[src/hdl/rhsv_pkg.sv]
package rhsv_pkg;

	localparam int CH_W      = 8;
	localparam int SAT_W     = 16;
	localparam int HUE_OUT_W = 16;
	localparam int HREM_W    = 11;

	localparam logic [SAT_W-1:0] SAT_MAX = '1;

	typedef struct packed {
		logic            valid;
		logic            gray;
		logic            full;
		logic [CH_W-1:0] value;
	} ctl_t;

	typedef struct packed {
		logic [CH_W-1:0]  rem;
		logic [CH_W-1:0]  div;
		logic [SAT_W-1:0] q;
	} sat_t;

endpackage

[src/hdl/rhsv_front.sv]
module rhsv_front (
	input  logic                            clk,
	input  logic                            arst_n,
	input  logic                            start,
	input  logic [rhsv_pkg::CH_W-1:0]       red,
	input  logic [rhsv_pkg::CH_W-1:0]       green,
	input  logic [rhsv_pkg::CH_W-1:0]       blue,
	output rhsv_pkg::ctl_t                  ctl,
	output rhsv_pkg::sat_t                  sat,
	output logic [rhsv_pkg::HREM_W-1:0]     hrem,
	output logic [rhsv_pkg::HREM_W-1:0]     hdiv
);

	logic [rhsv_pkg::CH_W-1:0]       mx, mn, delta;
	logic [rhsv_pkg::HREM_W-1:0]     six_d;
	logic signed [rhsv_pkg::HREM_W:0] num;
	logic signed [rhsv_pkg::HREM_W:0] sr, sg, sb, sd;

	logic                            valid_q;
	logic                            gray_q, full_q;
	logic [rhsv_pkg::CH_W-1:0]       mx_q, delta_q;
	logic [rhsv_pkg::HREM_W-1:0]     hrem_q, hdiv_q;

	always_comb begin
		mx = red;
		mn = red;
		if (green > mx) mx = green;
		if (blue > mx) mx = blue;
		if (green < mn) mn = green;
		if (blue < mn) mn = blue;
		delta = mx - mn;
		six_d = {1'b0, delta, 2'b00} + {2'b00, delta, 1'b0};
		sr = $signed({4'b0000, red});
		sg = $signed({4'b0000, green});
		sb = $signed({4'b0000, blue});
		sd = $signed({4'b0000, delta});
		priority if (red == mx) begin
			num = sg - sb;
		end else if (green == mx) begin
			num = (sd <<< 1) + sb - sr;
		end else begin
			num = (sd <<< 2) + sr - sg;
		end
		if (num < 0) num = num + $signed({1'b0, six_d});
	end

	always_ff @(posedge clk or negedge arst_n) begin
		if (!arst_n) begin
			valid_q <= 1'b0;
		end else begin
			valid_q <= start;
		end
	end

	always_ff @(posedge clk) begin
		gray_q  <= (delta == '0);
		full_q  <= (mn == '0);
		mx_q    <= mx;
		delta_q <= delta;
		hrem_q  <= num[rhsv_pkg::HREM_W-1:0];
		hdiv_q  <= six_d;
	end

	assign ctl.valid = valid_q;
	assign ctl.gray  = gray_q;
	assign ctl.full  = full_q;
	assign ctl.value = mx_q;
	assign sat.rem   = delta_q;
	assign sat.div   = mx_q;
	assign sat.q     = '0;
	assign hrem      = hrem_q;
	assign hdiv      = hdiv_q;

endmodule

[src/hdl/rhsv_cell.sv]
module rhsv_cell #(
	parameter int HQ_W   = 16,
	parameter bit SAT_ON = 1'b1,
	parameter bit HUE_ON = 1'b1
) (
	input  logic                        clk,
	input  logic                        arst_n,
	input  rhsv_pkg::ctl_t              prev_ctl,
	input  rhsv_pkg::sat_t              prev_sat,
	input  logic [rhsv_pkg::HREM_W-1:0] prev_hrem,
	input  logic [rhsv_pkg::HREM_W-1:0] prev_hdiv,
	input  logic [HQ_W-1:0]             prev_hq,
	output rhsv_pkg::ctl_t              next_ctl,
	output rhsv_pkg::sat_t              next_sat,
	output logic [rhsv_pkg::HREM_W-1:0] next_hrem,
	output logic [rhsv_pkg::HREM_W-1:0] next_hdiv,
	output logic [HQ_W-1:0]             next_hq
);

	logic [rhsv_pkg::CH_W:0]     st, sdiff;
	logic                        sge;
	logic [rhsv_pkg::HREM_W:0]   ht, hdiff;
	logic                        hge;
	rhsv_pkg::sat_t              sat_d;
	logic [rhsv_pkg::HREM_W-1:0] hrem_d;
	logic [HQ_W-1:0]             hq_d;

	logic                        valid_q;
	rhsv_pkg::ctl_t              ctl_q;
	rhsv_pkg::sat_t              sat_q;
	logic [rhsv_pkg::HREM_W-1:0] hrem_q, hdiv_q;
	logic [HQ_W-1:0]             hq_q;

	always_comb begin
		st    = {prev_sat.rem, 1'b0};
		sge   = (st >= {1'b0, prev_sat.div});
		sdiff = st - {1'b0, prev_sat.div};
		sat_d = prev_sat;
		if (SAT_ON) begin
			sat_d.rem = sge ? sdiff[rhsv_pkg::CH_W-1:0] : st[rhsv_pkg::CH_W-1:0];
			sat_d.q   = {prev_sat.q[rhsv_pkg::SAT_W-2:0], sge};
		end

		ht     = {prev_hrem, 1'b0};
		hge    = (ht >= {1'b0, prev_hdiv});
		hdiff  = ht - {1'b0, prev_hdiv};
		hrem_d = prev_hrem;
		hq_d   = prev_hq;
		if (HUE_ON) begin
			hrem_d = hge ? hdiff[rhsv_pkg::HREM_W-1:0] : ht[rhsv_pkg::HREM_W-1:0];
			hq_d   = {prev_hq[HQ_W-2:0], hge};
		end
	end

	always_ff @(posedge clk or negedge arst_n) begin
		if (!arst_n) begin
			valid_q <= 1'b0;
		end else begin
			valid_q <= prev_ctl.valid;
		end
	end

	always_ff @(posedge clk) begin
		ctl_q  <= prev_ctl;
		sat_q  <= sat_d;
		hrem_q <= hrem_d;
		hdiv_q <= prev_hdiv;
		hq_q   <= hq_d;
	end

	always_comb begin
		next_ctl       = ctl_q;
		next_ctl.valid = valid_q;
	end

	assign next_sat  = sat_q;
	assign next_hrem = hrem_q;
	assign next_hdiv = hdiv_q;
	assign next_hq   = hq_q;

endmodule

[src/hdl/rgb_to_hsv_pixel.sv]
// RGB to HSV converter for 8-bit pixels. Raise start with a pixel on red, green
// and blue; busy is always low, so a pixel may be given in every cycle. Each
// pixel yields one result on hue, saturation and value with done high for one
// cycle, after the front stage and the cell chain; results come in order and
// cannot be held off. Behind one register stage that finds max, min and the
// hue numerator, restoring-division cells give one quotient bit of hue (first
// HUE_BITS cells) and of saturation (first 16) per cell. No reset pass.
module rgb_to_hsv_pixel #(
	parameter int HUE_BITS = 16
) (
	input  logic                               clk,
	input  logic                               arst_n,
	input  logic                               start,
	output logic                               busy,
	input  logic [rhsv_pkg::CH_W-1:0]          red,
	input  logic [rhsv_pkg::CH_W-1:0]          green,
	input  logic [rhsv_pkg::CH_W-1:0]          blue,
	output logic                               done,
	output logic [rhsv_pkg::HUE_OUT_W-1:0]     hue,
	output logic [rhsv_pkg::SAT_W-1:0]         saturation,
	output logic [rhsv_pkg::CH_W-1:0]          value
);

	localparam int N   = (HUE_BITS > rhsv_pkg::SAT_W) ? HUE_BITS : rhsv_pkg::SAT_W;
	localparam int LAT = N + 1;

	rhsv_pkg::ctl_t              ctl  [0:N];
	rhsv_pkg::sat_t              sat  [0:N];
	logic [rhsv_pkg::HREM_W-1:0] hrem [0:N];
	logic [rhsv_pkg::HREM_W-1:0] hdiv [0:N];
	logic [HUE_BITS-1:0]         hq   [0:N];
	logic [rhsv_pkg::HUE_OUT_W+HUE_BITS-1:0] hue_x;

	assign busy = 1'b0;

	rhsv_front u_front (
		.clk    (clk),
		.arst_n (arst_n),
		.start  (start),
		.red    (red),
		.green  (green),
		.blue   (blue),
		.ctl    (ctl[0]),
		.sat    (sat[0]),
		.hrem   (hrem[0]),
		.hdiv   (hdiv[0])
	);

	assign hq[0] = '0;

	for (genvar i = 0; i < N; i++) begin : g_cell
		rhsv_cell #(
			.HQ_W   (HUE_BITS),
			.SAT_ON (i < rhsv_pkg::SAT_W),
			.HUE_ON (i < HUE_BITS)
		) u_cell (
			.clk       (clk),
			.arst_n    (arst_n),
			.prev_ctl  (ctl[i]),
			.prev_sat  (sat[i]),
			.prev_hrem (hrem[i]),
			.prev_hdiv (hdiv[i]),
			.prev_hq   (hq[i]),
			.next_ctl  (ctl[i+1]),
			.next_sat  (sat[i+1]),
			.next_hrem (hrem[i+1]),
			.next_hdiv (hdiv[i+1]),
			.next_hq   (hq[i+1])
		);
	end

	assign hue_x = {{rhsv_pkg::HUE_OUT_W{1'b0}}, hq[N]};

	always_comb begin
		done  = ctl[N].valid;
		value = ctl[N].value;
		priority if (ctl[N].gray) begin
			hue        = '0;
			saturation = '0;
		end else if (ctl[N].full) begin
			hue        = hue_x[rhsv_pkg::HUE_OUT_W-1:0];
			saturation = rhsv_pkg::SAT_MAX;
		end else begin
			hue        = hue_x[rhsv_pkg::HUE_OUT_W-1:0];
			saturation = sat[N].q;
		end
	end

	a_done_from_start: assert property (@(posedge clk) disable iff (!arst_n)
		done |-> $past(start, LAT))
		else $error("result without a request");

	a_gray_hue: assert property (@(posedge clk) disable iff (!arst_n)
		(done && saturation == '0) |-> (hue == '0))
		else $error("gray pixel with nonzero hue");

	a_black_sat: assert property (@(posedge clk) disable iff (!arst_n)
		(done && value == '0) |-> (saturation == '0))
		else $error("black pixel with nonzero saturation");

	a_sat_full: assert property (@(posedge clk) disable iff (!arst_n)
		(done && !ctl[N].gray && ctl[N].full) |-> (saturation == rhsv_pkg::SAT_MAX))
		else $error("zero minimum without full saturation");

endmodule

[config.mk]
export PLATFORM = sky130hd
export DESIGN_NAME = rgb_to_hsv_pixel
export DESIGN_NICKNAME = d
export VERILOG_FILES = /design/src/hdl/rhsv_pkg.sv /design/src/hdl/rhsv_front.sv /design/src/hdl/rhsv_cell.sv /design/src/hdl/rgb_to_hsv_pixel.sv
export SDC_FILE = /design/constraint.sdc
export NUM_CORES = 2
export LEC_CHECK = 0
export BUFFER_PORTS_ARGS = -buffer_cell sky130_fd_sc_hd__buf_2
export CAP_MARGIN = 10
export CORE_MARGIN = 5
export CORE_UTILIZATION = 45
export DETAILED_ROUTE_END_ITERATION = 10
export PLACE_DENSITY = 0.64
export SLEW_MARGIN = 20
export SYNTH_ARGS = -nofsm -noshare
export SYNTH_HDL_FRONTEND = slang
export SYNTH_SLANG_ARGS = --single-unit
[constraint.sdc]
create_clock -name clk -period 2.95 [get_ports clk]
set_input_delay 0.295 -clock clk [delete_from_list [all_inputs] [get_ports clk]]
set_output_delay 0.295 -clock clk [all_outputs]
set_load 0.05 [all_outputs]
# After elaboration in Yosys (flattened, before gate mapping)
# Cells that the tools add are included.
# word_totals
ff_bits,939
latchBits,0
ramBits,0
rom_bits,0
in_bits,27
output_inout_bits,42
elab_cells,297
n_memories,0
# op_classes
addsub,38
n_mul,0
div_mod_pow,0
order_cmp,37
eq_ne,2
n_shift,0
mux,40
n_bitwise,0
n_reduce_logical,2
# ops
cell,n
$ge 12x11->1,16
$mux 11,16
$sub 11x11->11,15
$mux 8,19
$ge 9x8->1,16
$sub 8x8->8,16
$mux 16,3
$mux 12,2
$sub 12x9->12,2
$eq 8x8->1,2
$gt 8x8->1,2
$logic_not 8->1,2
$lt 8x8->1,2
$lt 12x1->1 const B,1
$add 10x8->11,1
$add 10x9->11,1
$add 11x11->11,1
$add 9x8->10,1
$sub 8x8->9,1

# Longest topological paths before layout
# logic_depth
word_depth,11
mapped_depth,51
mapped_depth_nobuf,49

# Modules after synthesis
# From an unflattened synthesis, not the netlist that was laid out.
# hier_totals
cells_unflattened,4741
hier_area_um2,51165.3
# by_module_without_submodules
module,n_inst,cells_per_inst,area_per_inst_um2,seq_area_each_um2
rhsv_cell,16,250,2826.5,1626.6
rhsv_front,1,702,5626.6,785.8
rgb_to_hsv_pixel,1,39,315.3,0.0

# Least setup slack after synthesis
# OpenSTA, ideal clock, no wires.
# synth_path
kind,input port to flip-flop
from,in red[5] in the netlist's numbering
to,"reg u_front.hrem_q, in the netlist u_front.hrem[10]"
setup_ps,124
arrival_ps,8562
t_required_ps,2826
setup_slack_ps,-5736
path_stages,44
path_buffers,2
path_cell_list,inv_1 -> ha_1 -> a211o_1 -> a21oi_4 -> nor2_1 -> nor2_1 -> mux2i_1 -> ha_1 -> and4_1 -> and3_1 -> nor4b_1 -> or2_1 -> clkbuf_1 -> a31oi_1 -> buf_2 -> o21bai_1 -> o211a_1 -> inv_1 -> (+8 left out) -> xor2_1 -> ha_1 -> inv_1 -> o21bai_1 -> a21oi_1 -> xnor2_1 -> xnor2_1 -> nand2_1 -> o21ai_0 -> mux2_2 -> ha_1 -> inv_1 -> o21bai_1 -> a21oi_1 -> xnor2_1 -> inv_1 -> a22oi_1 -> mux2i_1
# synth_via
elab_chain_cells,11
elab_cells_between_ends,21
classes_between,add/sub: 7; order compare: 5; eq/ne: 2; mux: 7
# synth_lines
item,line,text
from (decl),rgb_to_hsv_pixel.sv:15,"input logic [rhsv_pkg::CH_W-1:0] red,"
$gt 8x8->1,rhsv_front.sv:27,if (green > mx) mx = green;
$mux 8 (*),rhsv_front.sv:27,
$gt 8x8->1,rhsv_front.sv:28,if (blue > mx) mx = blue;
$mux 8 (*),rhsv_front.sv:28,
"named net u_front.mx, one bit",rhsv_front.sv:14,"logic [rhsv_pkg::CH_W-1:0] mx, mn, delta;"
$sub 8x8->8 (*),rhsv_front.sv:31,delta = mx - mn;
"named net u_front.delta, one bit",rhsv_front.sv:14,
$add 10x8->11 or $add 9x8->10 (tied branches),"rhsv_front.sv:42, rhsv_front.sv:40",
"$sub 12x9->12, on equally long branches","rhsv_front.sv:42, rhsv_front.sv:40",
$mux 12,rhsv_front.sv:39,end else if (green == mx) begin
$mux 12,rhsv_front.sv:37,priority if (red == mx) begin
$add 11x11->11 or $lt 12x1->1 (tied branches),rhsv_front.sv:44,"if (num < 0) num = num + $signed({1'b0, six_d});"
$mux 11 (*),rhsv_front.sv:44,
"named net u_front.num, one bit",rhsv_front.sv:16,logic signed [rhsv_pkg::HREM_W:0] num;
to (signal assigned),rhsv_front.sv:60,hrem_q <= num[rhsv_pkg::HREM_W-1:0];
to (decl),rhsv_front.sv:22,"logic [rhsv_pkg::HREM_W-1:0] hrem_q, hdiv_q;"
# The timed path passes the listed nets; every way through them passes the cells marked *.
# A chain may end at the register's enable or synchronous reset.

# Worst setup path after layout
# Same ends and word-level chain as after synthesis.

==> out/metrics.csv <==
metric,value,unit
status,"complete, but fails checks",
failing checks,setup timing,
"Worst Setup Slack, final",-4.47,ns
critical path class,in2reg,
H-tree Lvls,3,
initial antenna violation count,0,
Overflow after GRT,0,
CP Buf/Inv Count,5,
Initial DRT Pass Iterations,5,
Clock Tree Root,clkbuf_16,
max incr delay on CP,0.38,ns
all-layer global routing usage,0.169,
std cell rows,105,
Synth Flop Type,dfxtp_1,
Mapped Avg Cell Area,9.91,sq um
critical path endpoint category,flop,
share of cells above drive strength 1,0.214,
setup TNS,-81.52,ns
yosys warns,0,
core area,0.0817,sq mm
die area,0.0879,sq mm
DP HPWL,56.9,mm
port buffer count,67,
area of the multi-input gates,0.0177,sq mm
Antenna Diode Count,0,
CP Launch Type,input port,
crit-path max FO,6,
Num CTS Buffers,90,
crit path max-delay cell type,fa_2,
clock buffer depth,3,
Final #Nets,4724,
Mapped Nets,4167,
number of synthesized register bits,907,
vias in the first global route,26196,
Setup-failing EPs final,37,
multiplexer share of the synthesized area,0.0138,
drt wl/cell,13.8,um
RSZ-0062 raised after global routing,true,
CP required,3.45,ns
Min-Delay Path Class,in2async,
combinational family with the most area after synthesis,adder cells,
clock-pin slew of the registers on the worst-case setup and hold paths,0.06,ns
cell taking the most area after synthesis,dfxtp_1,
Worst-Skew Late Latency,0.64,ns
Die H,296,um
DP Worst Slack,-5.28,ns
share of the synthesized area in the top cell type,0.482,
GPL Wtd Cong,0.917,
crit path DAT,7.92,ns
final WL,74.8,mm
post-route ant nets,0,
overall die width,296,um
complex-gate fraction of the synthesized area,0.135,
number of sinks on the clock net,907,
"Seq/Total Area, Yosys",0.494,
Slew headroom,0.561,
io pins,69,
most common cell in the netlist,dfxtp_1,
crit path time final,7.42,ns
f_max,135,MHz
CTS tree,done,
XOR/XNOR Fraction of Synth Area,0.0464,
initial drt markers,1164,
Netlist cell types,79,
Area growth syn-to-layout,25.7,%
adder-cell share of the synthesized area,0.148,
Synth Area in Simple Gates,0.104,
Final Hold Viols,0,
fill cell count,6979,
pins over their slew limit,0,
largest net degree at the start of global routing,33,
hold_ws,0.104,ns
Tcrit/Tclk final,2.52,
most frequent cells after synthesis,"dfxtp_1, inv_1, ha_1",
flop2flop setup slack,0.07,ns
Post-Syn Area,0.0369,sq mm
sequential cell area,0.0183,sq mm
Initial Util,0.452,
asr flop ratio synth,0.0187,
number of remaining DRC errors,0,
clock skew,0.0475,ns
number of synthesized flops with an enable pin,0,
"Largest delay share family, worst path",compound AO/OA/AOI/OAI gates,
Syn Inst Count,3728,
main area contributors after synthesis,"dfxtp_1, ha_1, inv_1",
vias per cell,4.78,
first-pass GRT wire length,123,mm
Max Cap Viol,0,
vias,25956,
Tightest Pin Transition,0.653,ns
## cells by family (layout without fill, tap and decap cells)
kind of cell | after synthesis | count (layout)
AOI/OAI and AO/OA | 812 | 812
xor gates and xnor gates | 193 | 193
adders and majority gates | 413 | 413
buffers and inverters | 571 | 1203
DFF | 907 | 907
muxes | 42 | 42
other | 1 | 1
and+or+nand+nor | 789 | 789
## worst reg2reg max path: cells and delay by family (launching register included)
family | cells | cell delay [ns]
flip-flops | 1 | 0.37
buffers and inverters | 3 | 0.25
adder cells (fa/ha/maj) | 1 | 0.20
AND/OR/NAND/NOR | 7 | 0.98
AO/OA/AOI/OAI | 7 | 0.99
## metrics by stage
| stage | cell area, sq um | utilization | cells |
|---|---|---|---|
| floorplan | 37300 | - | 3728 |
| global placement | 41400 | 0.507 | 5166 |
| detailed placement | 41400 | 0.507 | 5166 |
| CTS | 45800 | 0.560 | 5414 |
| global route | 46400 | 0.568 | 5430 |
| finish | 46400 | 0.568 | 5430 |
## metal layers
layer | vias to the layer above | wire (um) | global-route usage
met5 | - | 0 | 0
met4 | 0 | 2140 | 0.0567
met3 | 154 | 2750 | 0.0237
met2 | 400 | 37200 | 0.309
met1 | 11842 | 32600 | 0.204
li1 | 13560 | - | -
## flip-flops by register name (all words and copies together), names as in the netlist
name and count:
g_cell.u_cell.next_sat 256, g_cell.u_cell.next_ctl 160, g_cell.u_cell.next_hdiv 150, g_cell.u_cell.next_hrem 150, g_cell.u_cell.next_hq 136, g_cell.u_cell.valid_q 16
u_front.hrem 11, u_front.hdiv 9, u_front.delta_q 8, u_front.mx_q 8, u_front.full_q 1, u_front.gray_q 1
u_front.valid_q 1
## cells in the final DEF (no fill, tap or decap), types with 53 or more instances in the layout
cell         n
a21oi_1    182
inv_1      492
nor2_1     220
nor2b_1     73
xnor2_1    114
nand2_1    212
o21ai_1     54
buf_2       67
buf_4      398
o31ai_1     53
dfxtp_1    879
xor2_1      63
ha_1       352
clkbuf_16   90
o21ai_0    202
a21o_1     117
nand2b_1    61
## path summary, 6_finish.rpt
kind                                                         end                                 from  depth (start not counted)
setup / recovery                        u_front.hrem[10]$_DFF_P_                               red[5]                         43
hold / removal                g_cell[5].u_cell.valid_q$_DFF_PN0_                               arst_n                          2
setup reg to reg           g_cell[0].u_cell.next_hrem[6]$_DFF_P_              u_front.hdiv[2]$_DFF_P_                         18
hold reg to reg              g_cell[5].u_cell.next_hq[5]$_DFF_P_  g_cell[4].u_cell.next_hq[4]$_DFF_P_                          0
max in group asynchronous     g_cell[4].u_cell.valid_q$_DFF_PN0_                               arst_n                          2
min in group clk                         u_front.hrem[0]$_DFF_P_                              blue[0]                          4
## final cells by class
cell class | instances | area share
multi-input cells | 2250 | 0.381
well taps | 1070 | 0.0288
flip-flops and latches | 907 | 0.393
inverters | 511 | 0.0416
repair buffers | 525 | 0.0874
clock buffers | 115 | 0.0536
clock inverters | 52 | 0.0146
## what timing repair did
item / in CTS / in global routing
hold endpoints to repair: 18 / 0
buffers inserted: 83 / 23
pin swaps: 78 / 81
endpoints found under the setup margin: 99 / 236
hold buffers: 2 / 0
gates resized for setup: 146 / 181
cloned: 3 / 2
Power is left out: the tool's default activity adds up to more than one toggle a clock period on the data nets, which glitch-free logic cannot reach.
